## src/hdl/clc_pkg.sv

```systemverilog
// ----------------------------------------------------------------------------
// clc_pkg
// Shared types and constants for the charge-limit controller.
// ----------------------------------------------------------------------------
package clc_pkg;

    localparam int LEVEL_W = 14;
    localparam int FULL_W  = 32;
    localparam int TIME_W  = 40;
    localparam int PCT_W   = 7;
    localparam int INDEX_W = 2;

    localparam logic [LEVEL_W-1:0] PCT_SCALE = LEVEL_W'(100);

    // threshold reset values, already scaled to hundredths of a percent
    localparam logic [LEVEL_W-1:0] THR_MIN_RST   = LEVEL_W'(40 * 100);
    localparam logic [LEVEL_W-1:0] THR_MAX_RST   = LEVEL_W'(100 * 100);
    localparam logic [LEVEL_W-1:0] THR_START_RST = LEVEL_W'(60 * 100);
    localparam logic [LEVEL_W-1:0] THR_END_RST   = LEVEL_W'(80 * 100);

    // register indexes of the configuration port
    localparam logic [INDEX_W-1:0] REG_THR_MIN   = 2'd0;
    localparam logic [INDEX_W-1:0] REG_THR_MAX   = 2'd1;
    localparam logic [INDEX_W-1:0] REG_THR_START = 2'd2;
    localparam logic [INDEX_W-1:0] REG_THR_END   = 2'd3;

    typedef enum logic [1:0] {
        CMD_LEVEL = 2'd0,
        CMD_FULL  = 2'd1,
        CMD_ALARM = 2'd2
    } cmd_t;

    typedef enum logic [1:0] {
        ACT_NONE    = 2'd0,
        ACT_SUSPEND = 2'd1,
        ACT_RESUME  = 2'd2
    } action_t;

    typedef struct packed {
        cmd_t                command;
        logic [LEVEL_W-1:0]  level;
        logic [FULL_W-1:0]   full_time;
        logic [TIME_W-1:0]   alarm_time;
        logic [TIME_W-1:0]   now_time;
    } item_t;

    typedef struct packed {
        logic [LEVEL_W-1:0] min_h;
        logic [LEVEL_W-1:0] max_h;
        logic [LEVEL_W-1:0] start_h;
        logic [LEVEL_W-1:0] end_h;
    } thr_t;

    typedef struct packed {
        logic    suspended;
        action_t action;
        logic    cycle;
    } result_t;

endpackage

```

## src/hdl/charge_limit_controller.sv

```systemverilog
// ----------------------------------------------------------------------------
// charge_limit_controller
// Battery charge-limit controller with hysteresis on level and alarm time.
// ----------------------------------------------------------------------------
// Usage:
//   s_* carries one event word per valid/ready handshake: a level update,
//   a time-to-full update or an alarm update, each with the current time.
//   m_* returns exactly one result word per event: the suspended flag,
//   the action taken and the cycle flag after the event.
//   cfg_we/cfg_index/cfg_wdata write the four percent thresholds; write them
//   only while no event is in flight.
// Pipeline and throughput:
//   an accepted event is decided from the input register into the result
//   register that drives m_*. The decision is one pass of compares and a
//   40-bit subtract, so one event is taken every cycle unless m_* stalls.
// Reset:
//   aresetn low clears both flags and the stored level, alarm and
//   time-to-full, loads thresholds 40/100/60/80 and empties the pipeline.
// Stall:
//   a held result stays on m_*; one more event is still taken into the input
//   register, after which s_ready drops until m_ready frees the result.
// ----------------------------------------------------------------------------
module charge_limit_controller
    import clc_pkg::*;
(
    input  logic               aclk,
    input  logic               aresetn,

    input  logic               cfg_we,
    input  logic [INDEX_W-1:0] cfg_index,
    input  logic [PCT_W-1:0]   cfg_wdata,

    input  logic               s_valid,
    output logic               s_ready,
    input  logic [1:0]         s_command,
    input  logic [LEVEL_W-1:0] s_level_hundredths,
    input  logic [FULL_W-1:0]  s_full_time_s,
    input  logic [TIME_W-1:0]  s_alarm_time,
    input  logic [TIME_W-1:0]  s_now_time,

    output logic               m_valid,
    input  logic               m_ready,
    output logic               m_charging_suspended,
    output logic [1:0]         m_action,
    output logic               m_cycle_active
);

    logic    in_valid_reg;
    item_t   item_reg;
    logic    out_valid_reg;
    result_t result_reg;
    result_t result_next;
    thr_t    thr;
    logic    advance;
    logic    s_fire;

    assign advance = in_valid_reg && (!out_valid_reg || m_ready);
    assign s_ready = !in_valid_reg || advance;
    assign s_fire  = s_valid && s_ready;

    clc_cfg u_cfg (
        .aclk      (aclk),
        .aresetn   (aresetn),
        .cfg_we    (cfg_we),
        .cfg_index (cfg_index),
        .cfg_wdata (cfg_wdata),
        .thr       (thr)
    );

    clc_core u_core (
        .aclk    (aclk),
        .aresetn (aresetn),
        .advance (advance),
        .item    (item_reg),
        .thr     (thr),
        .result  (result_next)
    );

    always_ff @(posedge aclk) begin
        if (!aresetn) begin
            in_valid_reg  <= 1'b0;
            out_valid_reg <= 1'b0;
        end else begin
            if (s_fire) begin
                in_valid_reg <= 1'b1;
            end else if (advance) begin
                in_valid_reg <= 1'b0;
            end
            if (advance) begin
                out_valid_reg <= 1'b1;
            end else if (m_ready) begin
                out_valid_reg <= 1'b0;
            end
        end
    end

    always_ff @(posedge aclk) begin
        if (s_fire) begin
            item_reg.command    <= cmd_t'(s_command);
            item_reg.level      <= s_level_hundredths;
            item_reg.full_time  <= s_full_time_s;
            item_reg.alarm_time <= s_alarm_time;
            item_reg.now_time   <= s_now_time;
        end
        if (advance) begin
            result_reg <= result_next;
        end
    end

    assign m_valid              = out_valid_reg;
    assign m_charging_suspended = result_reg.suspended;
    assign m_action             = result_reg.action;
    assign m_cycle_active       = result_reg.cycle;

    // a suspend word always reports charging suspended
    a_suspend_flag : assert property (@(posedge aclk) disable iff (!aresetn)
        (m_valid && m_action == ACT_SUSPEND) |-> m_charging_suspended)
        else $error("suspend word without suspended flag");

    // a resume word always reports charging enabled
    a_resume_flag : assert property (@(posedge aclk) disable iff (!aresetn)
        (m_valid && m_action == ACT_RESUME) |-> !m_charging_suspended)
        else $error("resume word with suspended flag");

    // an empty result stage never blocks the input side
    a_ready_when_empty : assert property (@(posedge aclk) disable iff (!aresetn)
        !out_valid_reg |-> s_ready)
        else $error("input stalled with empty result stage");

    // a stalled result word is only replaced once taken
    a_hold_stalled : assert property (@(posedge aclk) disable iff (!aresetn)
        (m_valid && !m_ready) |=> (m_valid && $stable(result_reg)))
        else $error("result word changed while stalled");

endmodule

```

## src/hdl/clc_cfg.sv

```systemverilog
// ----------------------------------------------------------------------------
// clc_cfg
// Threshold registers; percent values are scaled to hundredths on write.
// ----------------------------------------------------------------------------
module clc_cfg
    import clc_pkg::*;
(
    input  logic               aclk,
    input  logic               aresetn,
    input  logic               cfg_we,
    input  logic [INDEX_W-1:0] cfg_index,
    input  logic [PCT_W-1:0]   cfg_wdata,
    output thr_t               thr
);

    thr_t               thr_reg;
    logic [LEVEL_W-1:0] scaled;

    // constant multiply, at most 127 * 100
    assign scaled = LEVEL_W'(cfg_wdata) * PCT_SCALE;

    always_ff @(posedge aclk) begin
        if (!aresetn) begin
            thr_reg.min_h   <= THR_MIN_RST;
            thr_reg.max_h   <= THR_MAX_RST;
            thr_reg.start_h <= THR_START_RST;
            thr_reg.end_h   <= THR_END_RST;
        end else if (cfg_we) begin
            case (cfg_index)
                REG_THR_MIN:   thr_reg.min_h   <= scaled;
                REG_THR_MAX:   thr_reg.max_h   <= scaled;
                REG_THR_START: thr_reg.start_h <= scaled;
                REG_THR_END:   thr_reg.end_h   <= scaled;
                default: ;
            endcase
        end
    end

    assign thr = thr_reg;

endmodule

```

## src/hdl/clc_core.sv

```systemverilog
// ----------------------------------------------------------------------------
// clc_core
// Controller state and the suspend / resume decision for one event.
// ----------------------------------------------------------------------------
module clc_core
    import clc_pkg::*;
(
    input  logic    aclk,
    input  logic    aresetn,
    input  logic    advance,
    input  item_t   item,
    input  thr_t    thr,
    output result_t result
);

    logic               suspended_reg, suspended_next;
    logic               cycle_reg, cycle_next;
    logic [LEVEL_W-1:0] level_reg, level_next;
    logic [TIME_W-1:0]  alarm_reg, alarm_next;
    logic [FULL_W-1:0]  full_reg, full_next;

    logic [LEVEL_W-1:0] level_eff;
    logic [TIME_W-1:0]  alarm_eff;
    logic [FULL_W-1:0]  full_eff;
    logic               run;
    logic [TIME_W-1:0]  time_left;
    logic               alarm_near;
    action_t            action;

    // event updates the stored value before the decision looks at it
    always_comb begin
        level_eff = level_reg;
        alarm_eff = alarm_reg;
        full_eff  = full_reg;
        run       = 1'b0;
        case (item.command)
            CMD_LEVEL: begin
                level_eff = item.level;
                run       = 1'b1;
            end
            CMD_FULL: begin
                if (!suspended_reg) begin
                    full_eff = item.full_time;
                    run      = 1'b1;
                end
            end
            CMD_ALARM: begin
                alarm_eff = item.alarm_time;
                run       = 1'b1;
            end
            default: ;
        endcase
    end

    // unsigned time left, a past alarm never counts as near
    assign time_left  = alarm_eff - item.now_time;
    assign alarm_near = (alarm_eff >= item.now_time) &&
                        (time_left < TIME_W'(full_eff));

    always_comb begin
        suspended_next = suspended_reg;
        cycle_next     = cycle_reg;
        level_next     = level_eff;
        alarm_next     = alarm_eff;
        full_next      = full_eff;
        action         = ACT_NONE;
        if (run) begin
            if (suspended_reg) begin
                if (alarm_eff != '0 && full_eff != '0) begin
                    if (alarm_near) begin
                        suspended_next = 1'b0;
                        alarm_next     = item.alarm_time;
                        action         = ACT_RESUME;
                    end
                end else if (alarm_eff == '0 && !cycle_reg &&
                             level_eff <= thr.start_h) begin
                    suspended_next = 1'b0;
                    action         = ACT_RESUME;
                end else if (level_eff < thr.min_h) begin
                    cycle_next     = 1'b0;
                    suspended_next = 1'b0;
                    action         = ACT_RESUME;
                end
            end else begin
                if (!cycle_reg && level_eff >= thr.end_h) begin
                    cycle_next     = 1'b1;
                    suspended_next = 1'b1;
                    action         = ACT_SUSPEND;
                end else if (level_eff == thr.max_h) begin
                    suspended_next = 1'b1;
                    action         = ACT_SUSPEND;
                end
            end
        end
    end

    always_ff @(posedge aclk) begin
        if (!aresetn) begin
            suspended_reg <= 1'b0;
            cycle_reg     <= 1'b0;
            level_reg     <= '0;
            alarm_reg     <= '0;
            full_reg      <= '0;
        end else if (advance) begin
            suspended_reg <= suspended_next;
            cycle_reg     <= cycle_next;
            level_reg     <= level_next;
            alarm_reg     <= alarm_next;
            full_reg      <= full_next;
        end
    end

    assign result.suspended = suspended_next;
    assign result.action    = action;
    assign result.cycle     = cycle_next;

endmodule

```

## config.mk

```make
export PLATFORM = sky130hd
export DESIGN_NAME = charge_limit_controller
export DESIGN_NICKNAME = d
export VERILOG_FILES = /design/src/hdl/clc_pkg.sv /design/src/hdl/charge_limit_controller.sv /design/src/hdl/clc_cfg.sv /design/src/hdl/clc_core.sv
export SDC_FILE = /design/constraint.sdc
export NUM_CORES = 1
export LEC_CHECK = 0
export ABC_AREA = 1
export BUFFER_PORTS_ARGS = -buffer_cell sky130_fd_sc_hd__buf_2
export CORE_ASPECT_RATIO = 0.8
export CORE_UTILIZATION = 55
export CTS_CLUSTER_DIAMETER = 40
export CTS_CLUSTER_SIZE = 24
export DETAILED_ROUTE_END_ITERATION = 7
export PLACE_DENSITY = 0.77
export SYNTH_ARGS = -nofsm -noshare
export SYNTH_HDL_FRONTEND = slang
export SYNTH_SLANG_ARGS = --single-unit
```

## constraint.sdc

```tcl
create_clock -name aclk -period 4.2 [get_ports aclk]
set_input_delay 0.42 -clock aclk [delete_from_list [all_inputs] [get_ports aclk]]
set_output_delay 0.42 -clock aclk [all_outputs]
set_load 0.1 [all_outputs]
```

# After elaboration in Yosys (flattened, before gate mapping)

Index checks and enable logic that the tools add are counted.

Bits in registers: 270
Bits of input ports: 142
Word-level logic and storage cells: 91
Output and inout port bits: 6

Reductions and logical operators: 24
$mul: 1
Magnitude comparators: 5
Equality and inequality tests: 6
Add/sub/neg operators: 1
Mux-type cells: 35

Operator list:

| kind                                                                | count |
|---|---|
| 40-bit 2-to-1 mux                                                   | 5 |
| 32-bit 2-to-1 mux                                                   | 2 |
| 40-bit >= comparator                                                | 1 |
| 40-bit zero test                                                    | 1 |
| 40-bit by 32-bit < comparator with 1-bit output                     | 1 |
| 40-bit nonzero test                                                 | 1 |
| 40-bit subtractor                                                   | 1 |
| 32-bit nonzero test                                                 | 1 |
| 1-bit 2-to-1 mux                                                    | 20 |
| 14-bit == test                                                      | 1 |
| 14-bit >= comparator                                                | 1 |
| 14-bit less-or-equal comparator                                     | 1 |
| 14-bit < comparator                                                 | 1 |
| 14-bit 2-to-1 mux                                                   | 1 |
| 7-bit by 5-bit multiplier with 12-bit output, second input constant | 1 |
| 2-bit 2-to-1 mux                                                    | 6 |
| 2-bit AND reduction                                                 | 4 |
| 1-bit logical AND                                                   | 7 |
| 2-bit == test, second input constant                                | 3 |
| 2-bit by 1-bit == test with 1-bit output, second input constant     | 2 |
| 2-bit zero test                                                     | 2 |
| 2-bit nonzero test                                                  | 2 |
| 1-bit zero test                                                     | 3 |
| 1-bit logical OR                                                    | 2 |
| other kinds (2)                                                     | 2 |

# Longest topological paths before layout

Gate-level depths: netlist of the first run.

Depth after elaboration: 9
Depth in mapped cells: 34
Mapped depth without buffers: 31

# Modules after synthesis

A second synthesis of the first run with hierarchy kept.

Cell total of the unflattened synthesis: 2337
Area, all modules: 17166.5 um^2

Modules (own cells, without submodules):

| module                  | cells an instance | sequential area each (um^2) | area each (um^2) | times used |
|---|---|---|---|---|
| clc_core                | 1874              | 1761.7                      | 10656.5          | 1 |
| charge_limit_controller | 145               | 4003.8                      | 4058.9           | 1 |
| clc_cfg                 | 318               | 960.9                       | 2451.1           | 1 |

# Worst setup path before layout of the first run

Ideal clock, no wire load.

Path type: flip-flop to flip-flop
Start: register out_valid_reg (netlist: m_valid)
End: register item_reg[0] (netlist name) (enable)
Stages on the path, launching flop included: 4
Setup time: 0.481 ns
Clock period less this slack: 4.772 ns
Setup slack: -0.572 ns
Buffers on the path: 0
Arrival: 4.292 ns
Required time: 3.719 ns
Path through: dfxtp_1 nand3_1 nand2_1 inv_1

Longest elaborated chain between the ends: 5

Ends and longest elaborated chain:

| element                  | line                          | RTL |
|---|---|---|
| start: declaration       | charge_limit_controller.sv:50 | `logic out_valid_reg;` |
| start signal: assignment | charge_limit_controller.sv:82 | `out_valid_reg <= 1'b0;` |
| start signal: assignment | charge_limit_controller.sv:90 | `out_valid_reg <= 1'b1;` |
| start signal: assignment | charge_limit_controller.sv:92 | `out_valid_reg <= 1'b0;` |
| 1-bit zero test          | charge_limit_controller.sv:57 | `assign advance = in_valid_reg && (!out_valid_reg \|\| m_ready);` |
| 1-bit logical OR         | charge_limit_controller.sv:57 |  |
| 1-bit logical AND        | charge_limit_controller.sv:57 |  |
| 1-bit logical OR         | charge_limit_controller.sv:58 | `assign s_ready = !in_valid_reg \|\| advance;` |
| via s_ready              | charge_limit_controller.sv:34 | `output logic s_ready,` |
| 1-bit logical AND        | charge_limit_controller.sv:59 | `assign s_fire = s_valid && s_ready;` |
| via s_fire               | charge_limit_controller.sv:55 | `logic s_fire;` |
| end: declaration         | charge_limit_controller.sv:49 | `item_t item_reg;` |

The timed path passes the listed nets, and every way through them passes these cells.
A chain may end at the register's enable or synchronous reset.

# Worst setup path after layout of the first run

Start: register item_reg[126] (netlist name)
End: register u_core.alarm_reg[0]

Longest elaborated chain between the ends: 9
Elaborated cells between the ends (all ways): 18
Classes of those cells: add/sub (1); order compare (2); eq/ne (2); mux (7); reduce/logical (6)

Ends and longest elaborated chain:

| element                                         | line            | RTL |
|---|---|---|
| 2-bit == test                                   | clc_core.sv:36  | `case (item.command)` |
| 40-bit 2-to-1 mux                               | clc_core.sv:36  |  |
| 40-bit subtractor                               | clc_core.sv:56  | `assign time_left = alarm_eff - item.now_time;` |
| 40-bit by 32-bit < comparator with 1-bit output | clc_core.sv:58  | `(time_left < TIME_W'(full_eff));` |
| 1-bit logical AND                               | clc_core.sv:57  | `assign alarm_near = (alarm_eff >= item.now_time) &&` |
| 40-bit 2-to-1 mux                               | clc_core.sv:70  | `if (alarm_near) begin` |
| 40-bit 2-to-1 mux                               | clc_core.sv:69  | `if (alarm_eff != '0 && full_eff != '0) begin` |
| 40-bit 2-to-1 mux                               | clc_core.sv:68  | `if (suspended_reg) begin` |
| 40-bit 2-to-1 mux *                             | clc_core.sv:67  | `if (run) begin` |
| end signal: assignment                          | clc_core.sv:108 | `alarm_reg <= alarm_next;` |
| end: declaration                                | clc_core.sv:19  | `logic [TIME_W-1:0] alarm_reg, alarm_next;` |

Mark *: on every way between the ends. The rest lies on a longest branch, timed or not.

==> flow_metrics.tcl, run 1 <==
set metrics [dict create \
    yosys-top-cells-area "edfxtp_1, dfxtp_1, nand2_1, ha_1, inv_1" \
    hold_path.class "in2reg" \
    port_buffers 147 \
    nets 2985 \
    path_clk_slew_ps 60 \
    ys_ff_latch 270 \
    synth_edf_count 132 \
    synth_top_area_share_pct 23.9 \
    hold_slack_ps 13.1 \
    overflow 0 \
    dp_slack_ps -556 \
    place_congestion 0.928 \
    rows 56 \
    cp_slowest_cell "edfxtp_1" \
    die_w_um 196 \
    place_area_um2 19000 \
    syn_area_um2 16600 \
    irDropWorstVdd_mv 0.361 \
    crit_buf_inv 6 \
    endpoint_kind "flop" \
    p_total_mw 8.16 \
    dp_hpwl_um 36400 \
    leakagePower_nw 11.4 \
    avgSynthCellArea_um2 7.41 \
    dieArea_um2 30900 \
    hold_violations 0 \
    maxCapViolations 0 \
    syn_to_final_growth_pct 38.1 \
    drtAntennaViolNets 0 \
    finalClockSkew_ps 18.4 \
    drtPass1Iterations 6 \
    worst-setup-path-type "reg2reg" \
    clock_path_buffers 3 \
    cts.sinks 270 \
    stdcell_area_um2 22900 \
    regArea_um2 6730 \
    regToRegStartpoint "item_reg[126]" \
    crit_arrival_ps 5080 \
    wl_per_cell_um 17.4 \
    grt_pass1_wl_um 83600 \
    clockRootBuffer "clkbuf_16" \
    min_from "s_alarm_time[33]" \
    violations "negative setup slack" \
    r2r-end "u_core.alarm_reg[0]" \
    largest_reg_flops 128 \
    final_common_cell "nand2_1" \
    drc 0 \
    startpoint "item_reg[126]" \
    r2r_cells 30 \
    cp_top_family "simple AND/OR/NAND/NOR gates" \
    die-height_um 157 \
    crit_fanout 6 \
    avgViaCountPerCell 5.43 \
    synth_area_leader_cell "edfxtp_1" \
    diodes 0 \
    ys.flop_type "dfxtp_1" \
    fillCellCount 2031 \
    critPathRequiredTime_ps 4690 \
    fin_ws_ps -388 \
    vias 17059 \
    finalMaxSlewViolations 0 \
    max_freq_mhz 218 \
    stdcell_count 3139 \
    rrSetupSlack_ps -390 \
    startpoint_type "flop" \
    cts_buffers 31 \
    status "finished, violations left" \
    yosysUniqueCellTypes 46 \
    cpPeakStageDelay_ps 440 \
    final_cell_mix "nand2_1, inv_1, buf_4" \
    syn-num-nets 2517 \
    syn_inst 2240 \
    track_usage_pct 34.5 \
    grt_pass1_vias 16132 \
    core-area_um2 29500 \
    start_util_pct 56.3 \
    fin_crit_sh_pct 109 \
    placedCellCount 2913 \
    hold_path_end "item_reg[73]" \
    h-tree-depth 1 \
    cp_common_cell "nor2_4" \
    wl_um 54500 \
    synth_seq_area_share_pct 40.5 \
    synth.yosys.warnings 0 \
    ios 148 \
    grt_max_degree 141 \
    antenna_found_initial 0 \
    clock_latency_ps 600 \
    slew_headroom_pct 30.2 \
    tightest_slew_ps 1050 \
    rsz0062_at_grt "yes" \
    min_path_cells 1 \
    powerDensity_nw_per_um2 356 \
    drt_iter0_markers 1961 \
    cts_tree "yes" \
    async_flop_share_pct 0 \
    period_needed_ps 4590 \
    multiInputGateArea_um2 9080 \
    drive_gt1_share_pct 24.8 \
    setup_viol 43 \
]
power breakdown:
part | leakage [nW] | internal [mW] | switching (mW)
clock network | 0.510 | 1.58 | 1.22
registers | 2.42 | 2.93 | 0.0676
logic | 8.50 | 0.999 | 1.38
total | 11.4 | 5.50 | 2.66
logic make-up (layout without fill, tap and decap cells):
kind of cell | Yosys count | count (layout) | share of synthesized area, %
flops | 270 | 270 | 40.5
xor+xnor | 40 | 40 | 2.11
buf+inv | 494 | 985 | 11.5
mux | 2 | 2 | 0.121
fa+ha+maj | 135 | 135 | 10.3
simple gates | 973 | 975 | 24.5
compound gates | 326 | 326 | 10.9
stage by stage:
stage | TNS [ps] | util, %
after floorplan | 0 | -
after global placement | -19610 | 64.6
after detailed placement | -21130 | 64.6
after CTS | -8890 | 76.1
after global routing | -22930 | 77.7
final | -14460 | 77.7
metal layers:
layer | vias up | GRT usage [%] | share of wire, %
met5 | - | 0 | 0
met4 | 0 | 9.30 | 2.6
met3 | 129 | 5.34 | 8.8
met2 | 824 | 57.7 | 47
met1 | 7944 | 46.5 | 42
li1 | 8162 | - | -
worst register-to-register path, delay by kind of cell, from the launching register on:
family / cells / cell delay [ps]
adder cells (fa/ha/maj): 2 / 600
AO/OA/AOI/OAI: 3 / 350
XOR/XNOR: 1 / 140
AND/OR/NAND/NOR: 18 / 2160
buffers and inverters: 6 / 820
flip-flops: 1 / 440
timing repair:
action / 4_1_cts / 5_1_grt
cloned: 6 / 1
pin swaps: 49 / 48
resized for setup: 181 / 105
hold endpoints to repair: 113 / 6
setup endpoints to repair: 43 / 43
hold buffers: 113 / 6
buffers inserted: 36 / 8
synth_stat cells, drive strengths merged (13+ instances only):
library cell,instances
dfxtp,138
nand3,104
nand2,634
xor2,30
buf,26
o211ai,47
o21ai,98
ha,132
clkbuf,49
nor2,145
edfxtp,132
nand3b,13
a21oi,152
nand4,59
inv,419
cell type report:
cell class / instances / area share (%)
sequential: 270 / 29.3
tap: 406 / 2.22
clock buffer: 33 / 3.42
timing repair buffer: 508 / 17.3
inverter: 419 / 6.93
clock inverter: 25 / 1.20
multi-input combinational: 1478 / 39.6
worst max-delay path by stage:
stage	endpoint	slack, ps	cells after the start
floorplan	u_core.alarm_reg[2]	80	30
finish	u_core.alarm_reg[0]	-390	30
global placement	u_core.alarm_reg[0]	-520	31
detailed placement	u_core.alarm_reg[28]	-560	30
global route	u_core.alarm_reg[22]	-580	31
CTS	u_core.alarm_reg[0]	-260	33
Note: power is estimated with default switching activity, not from simulation.
==> run 2, diff against run 1 <==
- SETUP_SLACK_MARGIN: default -> 0.3
==> flow_metrics.tcl, run 2 (synthesis gave the netlist of run 1 again) <==
set metrics [dict create \
    powerDensity_nw_per_um2 380 \
    r2r-end "u_core.alarm_reg[9]" \
    startpoint_type "flop" \
    finalMaxSlewViolations 0 \
    port_buffers 147 \
    vias 16633 \
    avgViaCountPerCell 5.51 \
    antenna_found_initial 2 \
    leakagePower_nw 11.0 \
    drc 0 \
    core-area_um2 29500 \
    endpoint_kind "flop" \
    start_util_pct 56.3 \
    slew_headroom_pct 16.8 \
    dieArea_um2 30900 \
    dp_hpwl_um 37800 \
    crit_fanout 6 \
    setup_viol 43 \
    min_path_cells 1 \
    die_w_um 196 \
    tightest_slew_ps 1250 \
    h-tree-depth 2 \
    crit_buf_inv 9 \
    clockRootBuffer "clkbuf_16" \
    cp_slowest_cell "edfxtp_1" \
    cts_buffers 35 \
    rows 56 \
    path_clk_slew_ps 70 \
    hold_path_end "item_reg[61]" \
    clock_latency_ps 530 \
    maxCapViolations 0 \
    netSwitchingFraction_pct 31.6 \
    grt_pass1_wl_um 79200 \
    drt_iter0_markers 1502 \
    final_cell_mix "nand2_1, inv_1, buf_4" \
    violations "negative setup slack" \
    cts.sinks 270 \
    die-height_um 157 \
    fin_ws_ps -476 \
    drtAntennaViolNets 0 \
    r2r_cells 33 \
    seqPwrFrac_pct 36.4 \
    final_util_pct 73.4 \
    min_from "s_alarm_time[21]" \
    cp_top_family "simple AND/OR/NAND/NOR gates" \
    combPwrFrac_pct 26.8 \
    grt_max_degree 113 \
    period_needed_ps 4680 \
    final_common_cell "nand2_1" \
    finalClockSkew_ps 33.0 \
    hold_violations 0 \
    drive_gt1_share_pct 25.0 \
    cts_tree "yes" \
    place_congestion 0.991 \
    startpoint "item_reg[127]" \
    status "finished, violations left" \
    wl_um 52300 \
    power.internal_mw 5.63 \
    grt_pass1_vias 15305 \
    nets 2866 \
    fin_crit_sh_pct 111 \
    hold_path.class "in2reg" \
    wl_per_cell_um 17.3 \
    overflow 0 \
    hold_slack_ps 56.2 \
    largest_reg_flops 128 \
    cp_common_cell "nand2_1" \
    cpPeakStageDelay_ps 450 \
    ios 148 \
    track_usage_pct 33.0 \
    p_total_mw 8.22 \
    crit_arrival_ps 5100 \
    clockPowerShare_pct 36.8 \
    switchingPower_mw 2.60 \
    drtPass1Iterations 6 \
    regToRegStartpoint "item_reg[127]" \
    clock_path_buffers 3 \
    worst-setup-path-type "reg2reg" \
    cts_hold_buf 0 \
    max_freq_mhz 214 \
    rsz0062_at_grt "yes" \
    critPathRequiredTime_ps 4620 \
    irDropWorstVdd_mv 0.319 \
    syn_to_final_growth_pct 30.4 \
    rrSetupSlack_ps -480 \
]
[run 2: cell count changes in the layout (fill, tap and decap cells not counted), moves of 5 or more]
cell / change
dlygate4sd3_1: -119
ha_1: +9
ha_4: -9
inv_1: +6
nand2_1: +12
nand2_2: -7
nand2_4: -5
nor2_4: -5
[run 2: worst register-to-register path, delay by kind of cell (launching register included)]
kind / cells / cell delay, ps
flops: 1 / 450
fa+ha+maj: 2 / 490
simple gates: 17 / 1820
xor+xnor: 1 / 210
buf+inv: 9 / 1100
compound gates: 4 / 520
[run 2: worst max path at each step]
stage,depth (start not counted),to,slack [ps]
floorplan,30,u_core.alarm_reg[4],300
global placement,29,u_core.alarm_reg[22],-590
detailed placement,29,u_core.alarm_reg[28],-670
CTS,33,u_core.alarm_reg[28],-340
global route,31,u_core.alarm_reg[9],-720
finish,33,u_core.alarm_reg[9],-480
[run 2: per-layer routing]
layer	GRT usage (%)	wire length [um]
met1	45.6	22500
met2	52.3	23400
met3	5.66	4800
met4	11.1	1640
met5	0	13
[run 2: area by class of cell]
type,instances,area (um2)
Tap cell,406,508
Sequential cell,270,6730
Antenna cell,1,2.50
Clock buffer,40,905
Fill cell,2240,7840
Clock inverter,19,253
Timing Repair Buffer,387,2800
Inverter,419,1580
Multi-Input combinational cell,1476,8880
[run 2: through the flow]
stage / setup TNS (ps) / area [um2] / cells / setup WS (ps)
2_1_floorplan: 0 / 16800 / 2240 / 302
3_3_place_gp: -22900 / 19200 / 2919 / -588
3_5_place_dp: -24040 / 19200 / 2919 / -666
4_1_cts: -12200 / 21000 / 3002 / -338
5_1_grt: -27280 / 21700 / 3018 / -718
6_report: -16480 / 21700 / 3018 / -476
[run 2: repair_timing]
item                                    4_1_cts  5_1_grt
endpoints found under the setup margin       43       44
pin swaps                                    25       67
cloned                                        4        1
resized for setup                            94      133
buffers inserted                             20       14
[run 2: power groups by stage]
stage / clock network [mW] / registers (mW) / logic [mW]
CTS: 3.06 / 2.99 / 2.04
floorplan: 0 / 3.05 / 1.16
finish: 3.03 / 2.99 / 2.20
global route: 3.17 / 3.00 / 2.40
detailed placement: 0 / 3.04 / 1.93
global placement: 0 / 3.04 / 1.88
